File: src/mapd_pkg.sv
`timescale 1ns / 1ps

package mapd_pkg;

    // Result status codes, first failing check wins
    localparam logic [2:0] ST_OK          = 3'd0;
    localparam logic [2:0] ST_PSID_NEG    = 3'd1;
    localparam logic [2:0] ST_TOO_SHORT   = 3'd2;
    localparam logic [2:0] ST_SPAN_WIDE   = 3'd3;
    localparam logic [2:0] ST_SPAN_OVER   = 3'd4;
    localparam logic [2:0] ST_OUTSIDE     = 3'd5;

    // Configuration register indexes
    localparam logic [2:0] REG_V4_PREFIX_LENGTH = 3'd0;
    localparam logic [2:0] REG_RULE_V4_PREFIX   = 3'd1;
    localparam logic [2:0] REG_EA_LENGTH        = 3'd2;
    localparam logic [2:0] REG_V6_PREFIX_LENGTH = 3'd3;
    localparam logic [2:0] REG_RULE_V6_HIGH     = 3'd4;
    localparam logic [2:0] REG_RULE_V6_LOW      = 3'd5;

    localparam int IPV4_BITS = 32;
    // 16 port bits minus the fixed 4-bit port offset
    localparam int M_EXP_TOP = 12;

    typedef struct packed {
        logic [5:0]  v4_prefix_length;
        logic [31:0] rule_v4_prefix;
        logic [7:0]  ea_length;
        logic [7:0]  v6_prefix_length;
        logic [63:0] rule_v6_high;
        logic [63:0] rule_v6_low;
    } cfg_t;

    typedef struct packed {
        logic [2:0]  status;
        logic [14:0] ea_bits;
        logic [14:0] psid;
        logic [31:0] ipv4_address;
        logic [15:0] ratio_value;
        logic [12:0] m_value;
    } result_t;

endpackage

File: src/mapd_eval.sv
`timescale 1ns / 1ps

module mapd_eval #(
    parameter int MAX_EA_SPAN = 16
) (
    input  mapd_pkg::cfg_t    cfg,
    input  logic [63:0]       pd_high,
    input  logic [63:0]       pd_low,
    input  logic [7:0]        pd_length,
    output mapd_pkg::result_t result
);

    localparam int SPAN_W = $clog2(MAX_EA_SPAN + 1);

    logic signed [9:0]       psid_bits_s;
    logic signed [9:0]       span_s;
    logic [127:0]            pd_full;
    logic [127:0]            rule_full;
    logic [127:0]            rule_mask;
    logic [127:0]            pd_aligned;
    logic [MAX_EA_SPAN-1:0]  ea_top;
    logic [MAX_EA_SPAN-1:0]  ea_full;
    logic [MAX_EA_SPAN-1:0]  psid_full;
    logic [MAX_EA_SPAN-1:0]  suffix;
    logic [SPAN_W-1:0]       span_n;
    logic [SPAN_W-1:0]       pb;
    logic [SPAN_W-1:0]       ea_shift;
    logic [2:0]              status;

    assign psid_bits_s = $signed({4'b0, cfg.v4_prefix_length})
                       + $signed({2'b0, cfg.ea_length})
                       - 10'(mapd_pkg::IPV4_BITS);
    assign span_s      = $signed({2'b0, pd_length}) - $signed({2'b0, cfg.v6_prefix_length});

    assign pd_full   = {pd_high, pd_low};
    assign rule_full = {cfg.rule_v6_high, cfg.rule_v6_low};
    // Leading rule-length ones; all ones once the rule covers the whole address
    assign rule_mask = ~({128{1'b1}} >> cfg.v6_prefix_length);

    always_comb
    begin
        priority if (psid_bits_s < 10'sd0)
            status = mapd_pkg::ST_PSID_NEG;
        else if (span_s < psid_bits_s)
            status = mapd_pkg::ST_TOO_SHORT;
        else if (span_s >= $signed(10'(MAX_EA_SPAN)))
            status = mapd_pkg::ST_SPAN_WIDE;
        else if (span_s > $signed({2'b0, cfg.ea_length}))
            status = mapd_pkg::ST_SPAN_OVER;
        else if (((pd_full ^ rule_full) & rule_mask) != '0)
            status = mapd_pkg::ST_OUTSIDE;
        else
            status = mapd_pkg::ST_OK;
    end

    // Align the first EA bit to the top, then drop what lies past the span
    assign pd_aligned = pd_full << cfg.v6_prefix_length;
    assign ea_top     = pd_aligned[127 -: MAX_EA_SPAN];
    assign span_n     = span_s[SPAN_W-1:0];
    assign pb         = psid_bits_s[SPAN_W-1:0];
    assign ea_shift   = SPAN_W'(MAX_EA_SPAN) - span_n;
    assign ea_full    = ea_top >> ea_shift;
    assign psid_full  = ea_full & ~({MAX_EA_SPAN{1'b1}} << pb);
    assign suffix     = ea_full >> pb;

    always_comb
    begin
        result = '0;
        result.status = status;
        if (status == mapd_pkg::ST_OK)
        begin
            result.ea_bits      = 15'(ea_full);
            result.psid         = 15'(psid_full);
            result.ipv4_address = cfg.rule_v4_prefix + 32'(suffix);
            result.ratio_value  = 16'd1 << pb;
            if (psid_bits_s <= 10'(mapd_pkg::M_EXP_TOP))
                result.m_value = 13'd1 << (4'(mapd_pkg::M_EXP_TOP) - pb[3:0]);
        end
    end

endmodule

File: src/map_ea_bits_psid_derive_core.sv
`timescale 1ns / 1ps

// MAP embedded-address bit extraction and PSID derivation.
//
// Channels:
//   config  - cfg_write/cfg_index/cfg_data; register i of the rule is written
//             at the clock edge where cfg_write is high. Unknown indexes drop.
//             Write only while no transaction is in flight.
//   request - a transaction (pd_high, pd_low, pd_length) is taken at the edge
//             where start is high and busy is low. busy never rises: every
//             cycle can carry a new transaction.
//   result  - done strobes for exactly one cycle with status and the derived
//             ea_bits, psid, ipv4_address, ratio_value and m_value.
// Path: an accepted transaction passes the input register, one pass of
// check/extract logic and the result register.
// Throughput: one transaction per cycle; the 128-bit prefix shifter and
// compare are the longest path.
// Reset: clears the rule registers and all valid flags; nothing in flight
// survives. The receiver cannot stall: results are shown once and dropped.
module map_ea_bits_psid_derive_core #(
    parameter int MAX_EA_SPAN = 16
) (
    input  logic        clk,
    input  logic        rst_n,
    input  logic        cfg_write,
    input  logic [2:0]  cfg_index,
    input  logic [63:0] cfg_data,
    input  logic        start,
    output logic        busy,
    input  logic [63:0] pd_high,
    input  logic [63:0] pd_low,
    input  logic [7:0]  pd_length,
    output logic        done,
    output logic [2:0]  status,
    output logic [14:0] ea_bits,
    output logic [14:0] psid,
    output logic [31:0] ipv4_address,
    output logic [15:0] ratio_value,
    output logic [12:0] m_value
);

    mapd_pkg::cfg_t    cfg_reg;
    logic              in_valid_reg;
    logic [63:0]       pd_high_reg;
    logic [63:0]       pd_low_reg;
    logic [7:0]        pd_length_reg;
    logic              done_reg;
    mapd_pkg::result_t result_reg;
    mapd_pkg::result_t result_next;

    // Rule registers
    always_ff @(posedge clk or negedge rst_n)
    begin
        if (!rst_n)
        begin
            cfg_reg <= '0;
        end
        else if (cfg_write)
        begin
            unique case (cfg_index)
                mapd_pkg::REG_V4_PREFIX_LENGTH: cfg_reg.v4_prefix_length <= cfg_data[5:0];
                mapd_pkg::REG_RULE_V4_PREFIX:   cfg_reg.rule_v4_prefix   <= cfg_data[31:0];
                mapd_pkg::REG_EA_LENGTH:        cfg_reg.ea_length        <= cfg_data[7:0];
                mapd_pkg::REG_V6_PREFIX_LENGTH: cfg_reg.v6_prefix_length <= cfg_data[7:0];
                mapd_pkg::REG_RULE_V6_HIGH:     cfg_reg.rule_v6_high     <= cfg_data;
                mapd_pkg::REG_RULE_V6_LOW:      cfg_reg.rule_v6_low      <= cfg_data;
                default: ;  // drop writes to unused indexes
            endcase
        end
    end

    // The request side never backs off
    assign busy = 1'b0;

    // Input stage: valid flag resets, payload just follows the accept
    always_ff @(posedge clk or negedge rst_n)
    begin
        if (!rst_n)
            in_valid_reg <= 1'b0;
        else
            in_valid_reg <= start && !busy;
    end

    always_ff @(posedge clk)
    begin
        if (start && !busy)
        begin
            pd_high_reg   <= pd_high;
            pd_low_reg    <= pd_low;
            pd_length_reg <= pd_length;
        end
    end

    // Checks, extraction and derived values in one combinational pass
    mapd_eval #(
        .MAX_EA_SPAN(MAX_EA_SPAN)
    ) u_eval (
        .cfg       (cfg_reg),
        .pd_high   (pd_high_reg),
        .pd_low    (pd_low_reg),
        .pd_length (pd_length_reg),
        .result    (result_next)
    );

    // Result stage: strobe for one cycle, hold payload until the next one
    always_ff @(posedge clk or negedge rst_n)
    begin
        if (!rst_n)
            done_reg <= 1'b0;
        else
            done_reg <= in_valid_reg;
    end

    always_ff @(posedge clk)
    begin
        if (in_valid_reg)
            result_reg <= result_next;
    end

    assign done         = done_reg;
    assign status       = result_reg.status;
    assign ea_bits      = result_reg.ea_bits;
    assign psid         = result_reg.psid;
    assign ipv4_address = result_reg.ipv4_address;
    assign ratio_value  = result_reg.ratio_value;
    assign m_value      = result_reg.m_value;

endmodule

File: config.mk
export PLATFORM = sky130hd
export DESIGN_NAME = map_ea_bits_psid_derive_core
export DESIGN_NICKNAME = d
export VERILOG_FILES = /design/src/mapd_pkg.sv /design/src/mapd_eval.sv /design/src/map_ea_bits_psid_derive_core.sv
export SDC_FILE = /design/constraint.sdc
export NUM_CORES = 1
export LEC_CHECK = 0
export BUFFER_PORTS_ARGS = -buffer_cell sky130_fd_sc_hd__buf_4
export CAP_MARGIN = 20
export CORE_MARGIN = 5
export CORE_UTILIZATION = 40
export CTS_CLUSTER_SIZE = 28
export DETAILED_ROUTE_END_ITERATION = 8
export SLEW_MARGIN = 20
export SYNTH_ARGS = -nofsm -noshare
export SYNTH_HDL_FRONTEND = slang
export SYNTH_SLANG_ARGS = --single-unit
File: constraint.sdc
create_clock -name clk -period 10.1 [get_ports clk]
set_input_delay 0 -clock clk [delete_from_list [all_inputs] [get_ports clk]]
set_output_delay 0 -clock clk [all_outputs]
set_load 0.005 [all_outputs]
-- After elaboration in Yosys (flattened, before gate mapping)
Index checks and enable logic that the tools add are counted.
- register bits after elaboration: 414
- bits in latches: 0
- bits in writable memories: 0
- ROM bits: 0
- input bits: 207
- output and inout port bits: 96
- word-level logic and storage cells: 60
- memories: 0
- add/subtract/negate cells: 6
- multipliers: 0
- divide/modulo/power cells: 0
- $lt $le $gt $ge: 5
- equal/unequal tests: 5
- shifts and indexed selects: 7
- multiplexer cells: 5
- bitwise logic cells: 5
- reduce and logical (&&, ||, !) cells: 10
- operator list (kind ; count):
    $and 128x128->128 ; 1
    $not 128->128 ; 1
    $reduce_bool 128->1 ; 1
    $shl 128x8->128 ; 1
    $shr 128x8->128 const A ; 1
    $xor 128x128->128 ; 1
    $add 32x16->32 ; 1
    $shr 16x5->16 ; 2
    $shl 1x5->16 const A ; 1
    $shl 16x5->15 const A ; 1
    $and 15x15->15 ; 1
    $mux 3 ; 5
    $not 15->15 ; 1
    $reduce_and 2->1 ; 7
    $shl 1x4->13 const A ; 1
    $ge 10x6->1 const B ; 1
    $gt 10x9->1 ; 1
    $le 10x5->1 const B ; 1
    $lt 10x1->1 const B ; 1
    $lt 10x10->1 ; 1
    $sub 10x7->10 const B ; 1
    $add 6x8->9 ; 1
    $sub 8x8->9 ; 1
    $eq 3x2->1 const B ; 2
    5 further kinds ; 7

-- Longest topological paths before layout
- word-level depth: 11
- mapped depth: 36

-- Cells and area by module
Synthesis repeated with hierarchy kept, for this count alone.
- cell total of the unflattened synthesis: 2461
- area total of the unflattened synthesis: 28368.5 sq um
- modules (own cells, without submodules) (module ; instances ; cells an instance ; area an instance (sq um)):
    mapd_eval ; 1 ; 1838 ; 14567.7
    map_ea_bits_psid_derive_core ; 1 ; 623 ; 13800.7

-- Worst setup path after synthesis
Ideal clock, no wire load.
- path kind: reg2reg
- start point: register cfg_reg[130] (netlist name)
- end point: register result_reg (netlist bit ipv4_address[24]), data pin
- setup time: 0.147 ns
- data arrival time: 7.781 ns
- path slack: 2.172 ns
- cell stages (with the launch flop): 35
- clock period less this slack: 7.928 ns
- path through: dfrtp_1 > buf_2 > inv_1 > buf_2 > buf_1 > clkbuf_1 > buf_1 > buf_2 > ha_1 > o21a_1 > or3_1 > a211oi_1 > xnor2_1 > nand2_1 > or4_1 > mux2_2 > mux2_2 > mux2_2 > o221ai_1 > ha_1 > inv_1 > fa_1 > nor2b_1 > o21ai_0 > a21oi_1 > o21ai_0 > nand2b_1 > a21o_1 > a21o_1 > a311oi_1 > o311ai_0 > a21oi_1 > clkbuf_1 > or3_1 > a21oi_1
- word-level cells in the longest chain between the ends: 10
- elaborated cells between the ends (all ways): 19
- classes of those cells: add/sub: 3; order compare: 3; shift: 4; mux: 5; bitwise: 2; reduce/logical: 2
- ends and longest elaborated chain (item ; line ; text):
    start, declared ; map_ea_bits_psid_derive_core.sv:42 ; mapd_pkg::cfg_t cfg_reg;
    parallel branches: the longest is 10 deep, another holds $add 32x16->32 ; -- ;
    end signal, assigned ; map_ea_bits_psid_derive_core.sv:117 ; result_reg <= result_next;
    end, declared ; map_ea_bits_psid_derive_core.sv:48 ; mapd_pkg::result_t result_reg;
Parallel ways; which one is timed is not known.
A chain may end at the register's enable or synchronous reset.

-- Final worst setup path
- start point: register cfg_reg[131] (netlist name)
- end point: register result_reg (netlist bit ipv4_address[24]), data pin
The elaborated chain is that of the path after synthesis.

==> key figures <==
Outcome
  – Status: finished, final reports clean

Yosys
  – Mux cell area share after synthesis: 25.0%
  – Mapped Nets: 2849
  – Number of enable flip-flop cells after synthesis: 230
  – Main area contributors after synthesis: edfxtp_1, dfrtp_1, mux4_2
  – Number of synthesized register bits: 414
  – Most common library cells after synthesis: edfxtp_1, mux2_2, dfrtp_1
  – Compound-Gate Fraction of Synth Area: 13.6%
  – Syn avg cell area: 11.3 µm²
  – Top_reg_cell synth: edfxtp_1
  – Synth top area share: 23.6%
  – Most common cell in the synthesized netlist: edfxtp_1
  – Fraction of registers with async set/reset: 44.4%
  – Post-Synth Simple-Gate Area: 10.7%
  – Synth Area in XOR/XNOR: 5.01%
  – Largest family of logic cells by synthesized area: multiplexers
  – Synth Area in Adders: 2.53%
  – Yosys warns: 0
  – Synth area leader: edfxtp_1
  – Synth cell types: 100
  – Mapped Area: 29300 µm²
  – Post-Synthesis Cells: 2587
  – Sequential cell area fraction in the yosys report: 39.3%

Floorplanning
  – CORE AREA: 72800 µm²
  – Die X: 281 µm
  – Row cnt: 99
  – # IOs: 303
  – Die area: 78800 µm²
  – Die extent in y: 281 µm
  – Starting density of the core: 40.2%

Place
  – DP Cell Count: 3739
  – Post-placement cell area: 32600 µm²
  – Placer Congestion: 1.06
  – Dpl hpwl: 105000 µm
  – IO Port Bufs: 301

Detailed routing
  – Initial DRC count: 2909
  – Routed WL per cell: 34.5 µm
  – First-pass DRT Iterations: 6
  – Drt total wl: 139000 µm
  – Final ANT Viol Nets: 0
  – DRC viols: 0
  – Total number of vias: 26278
  – Vias per cell: 6.50

Worst setup path
  – Crit path to: ipv4_address[24]$_SDFFCE_PP0P_
  – CP peak stage delay: 0.86 ns
  – Reg-to-reg slack, setup: 1.35 ns
  – Endpoint type of the worst setup path: flop
  – WP data arrival: 9.06 ns
  – Start point of the critical path: cfg_reg[131]$_DFFE_PN0P_
  – Worst reg2reg path depth: 29
  – CP Max Fanout: 54
  – Crit path kind: flop to flop
  – RR Endpoint: ipv4_address[24]$_SDFFCE_PP0P_
  – Reg-to-Reg Start: cfg_reg[131]$_DFFE_PN0P_
  – Critical path data required time: 10.41 ns
  – Most frequent CP cell: a21oi_1
  – Startpoint types: flop
  – Slowest CP cell: nor2_1

Power
  – Worst vdd ir: 214 µV
  – Power Density: 243 nW/µm²
  – P_leak: 13.9 nW

Timing
  – Worst-margin pin slew: 1.24 ns
  – Total negative slack: 0 ns
  – Endpoints failing setup: 0
  – Fin. Hold Viols: 0
  – FMAX: 114 MHz
  – Period Utilization, post-route: 86.7%
  – RSZ-0062 raised after global routing: false
  – Worst slew margin: 16.4%
  – Final min period: 8.75 ns
  – Worst Skew: 0.0141 ns
  – Final Max Tran Viols: 0

Cells and area
  – Final Util: 50.0%
  – Fin nets: 3306
  – Share of cells above drive strength 1: 28.6%
  – Largest register FFs: 182
  – Final Instance Area: 36400 µm²
  – Non-Filler Instances: 4040
  – Area Growth Syn to Fin: 24.2%

Clock tree
  – Sink Count: 414
  – H-tree Lvls: 2
  – Number of buffers created by CTS: 45
  – Latest clock arrival within the worst-skew pair: 0.60 ns
  – TritonCTS clock tree: built
  – CTS root buffer: clkbuf_16
  – Clk slew on worst S/H paths: 0.07 ns
  – Max clock buf depth: 3

Worst hold path
  – Hold Crit Class: input port to flop

Job
  – Max Cap Viol: 0

Global routing
  – Wire length of the first global-routing pass: 197000 µm
  – Initial antenna violation count: 2
  – GRT Total Usage: 34.4%
  – Global route overflow: 0
  – Largest net degree at the start of global routing: 92
  – Vias in the first global route: 26291
-- per-stage QoR --
step | hold slack [ns] | power, mW | worst slack, ns
2_1_floorplan | -0.296 | 5.11 | 2.17
3_3_place_gp | 0.00707 | 6.86 | 1.70
3_5_place_dp | 0.00985 | 6.86 | 1.60
4_1_cts | 0.00261 | 8.71 | 1.53
5_1_grt | 0.0291 | 9.15 | 0.877
6_report | 0.0293 | 8.83 | 1.35
-- layer usage --
layer | vias up | share of wire (%) | GRT usage (%)
li1 | 11048 | - | -
met1 | 13369 | 39 | 44.1
met2 | 1533 | 47 | 55.6
met3 | 328 | 8.5 | 7.17
met4 | 0 | 6.2 | 17.1
met5 | - | 0 | 0
-- placed cells by master, fill, tap and decap left out, types with 74 or more instances in the layout --
cell type,instances
buf_4,366
edfxtp_1,230
mux2_2,229
dlygate4sd3_1,216
dfrtp_1,176
nor2_1,164
mux4_2,149
nand2_1,147
a21oi_1,109
mux2i_1,108
xnor2_1,107
o21ai_0,74
-- worst max-delay path, delay by kind of cell, from the launching register on --
family	cells	cell delay, ns
flops	1	0.74
mux	2	0.43
compound gates	15	4.37
fa+ha+maj	2	0.39
buf+inv	4	0.86
simple gates	6	1.61
-- cell families (layout without fill, tap and decap cells) --
family,after synthesis,in the layout
AO/OA/AOI/OAI,568,568
other,1,2
adder cells (fa/ha/maj),58,58
multiplexers,512,512
flip-flops,414,414
AND/OR/NAND/NOR,632,632
XOR/XNOR,166,166
buffers and inverters,236,729
-- layout make-up --
type | count | area [µm²]
multi-input combinational | 1937 | 16800
sequential | 414 | 11500
tap | 959 | 1200
clock buffer | 59 | 1250
clock inverter | 24 | 313
fill | 6453 | 36400
inverter | 52 | 195
antenna | 1 | 2.50
timing repair buffer | 594 | 5140
-- how the worst min path moves through the flow --
| stage | from | to | slack (ns) | cells after the start |
|---|---|---|---|---|
| floorplan | rst_n | cfg_reg[0]$_DFFE_PN0P_ | -0.30 | 0 |
| global placement | rst_n | cfg_reg[181]$_DFFE_PN0P_ | 0.007 | 1 |
| detailed placement | rst_n | cfg_reg[140]$_DFFE_PN0P_ | 0.01 | 1 |
| CTS | cfg_index[2] | cfg_reg[180]$_DFFE_PN0P_ | 0.003 | 4 |
| global route | cfg_index[2] | cfg_reg[180]$_DFFE_PN0P_ | 0.03 | 4 |
| finish | cfg_index[2] | cfg_reg[180]$_DFFE_PN0P_ | 0.03 | 4 |
-- power by group --
| group | internal (mW) | leakage, nW | switching [mW] |
|---|---|---|---|
| Combinational | 1.76 | 8.60 | 2.93 |
| Clock | 1.03 | 0.759 | 0.717 |
| Sequential | 2.03 | 4.50 | 0.349 |
| Total | 4.82 | 13.9 | 4.00 |
-- what timing repair did --
item,CTS,global route
resized for setup,0,0
endpoints found under the hold margin,438,0
hold buffers,217,0
setup buffers,0,0
No activity file was read; power rests on OpenSTA's default activity.
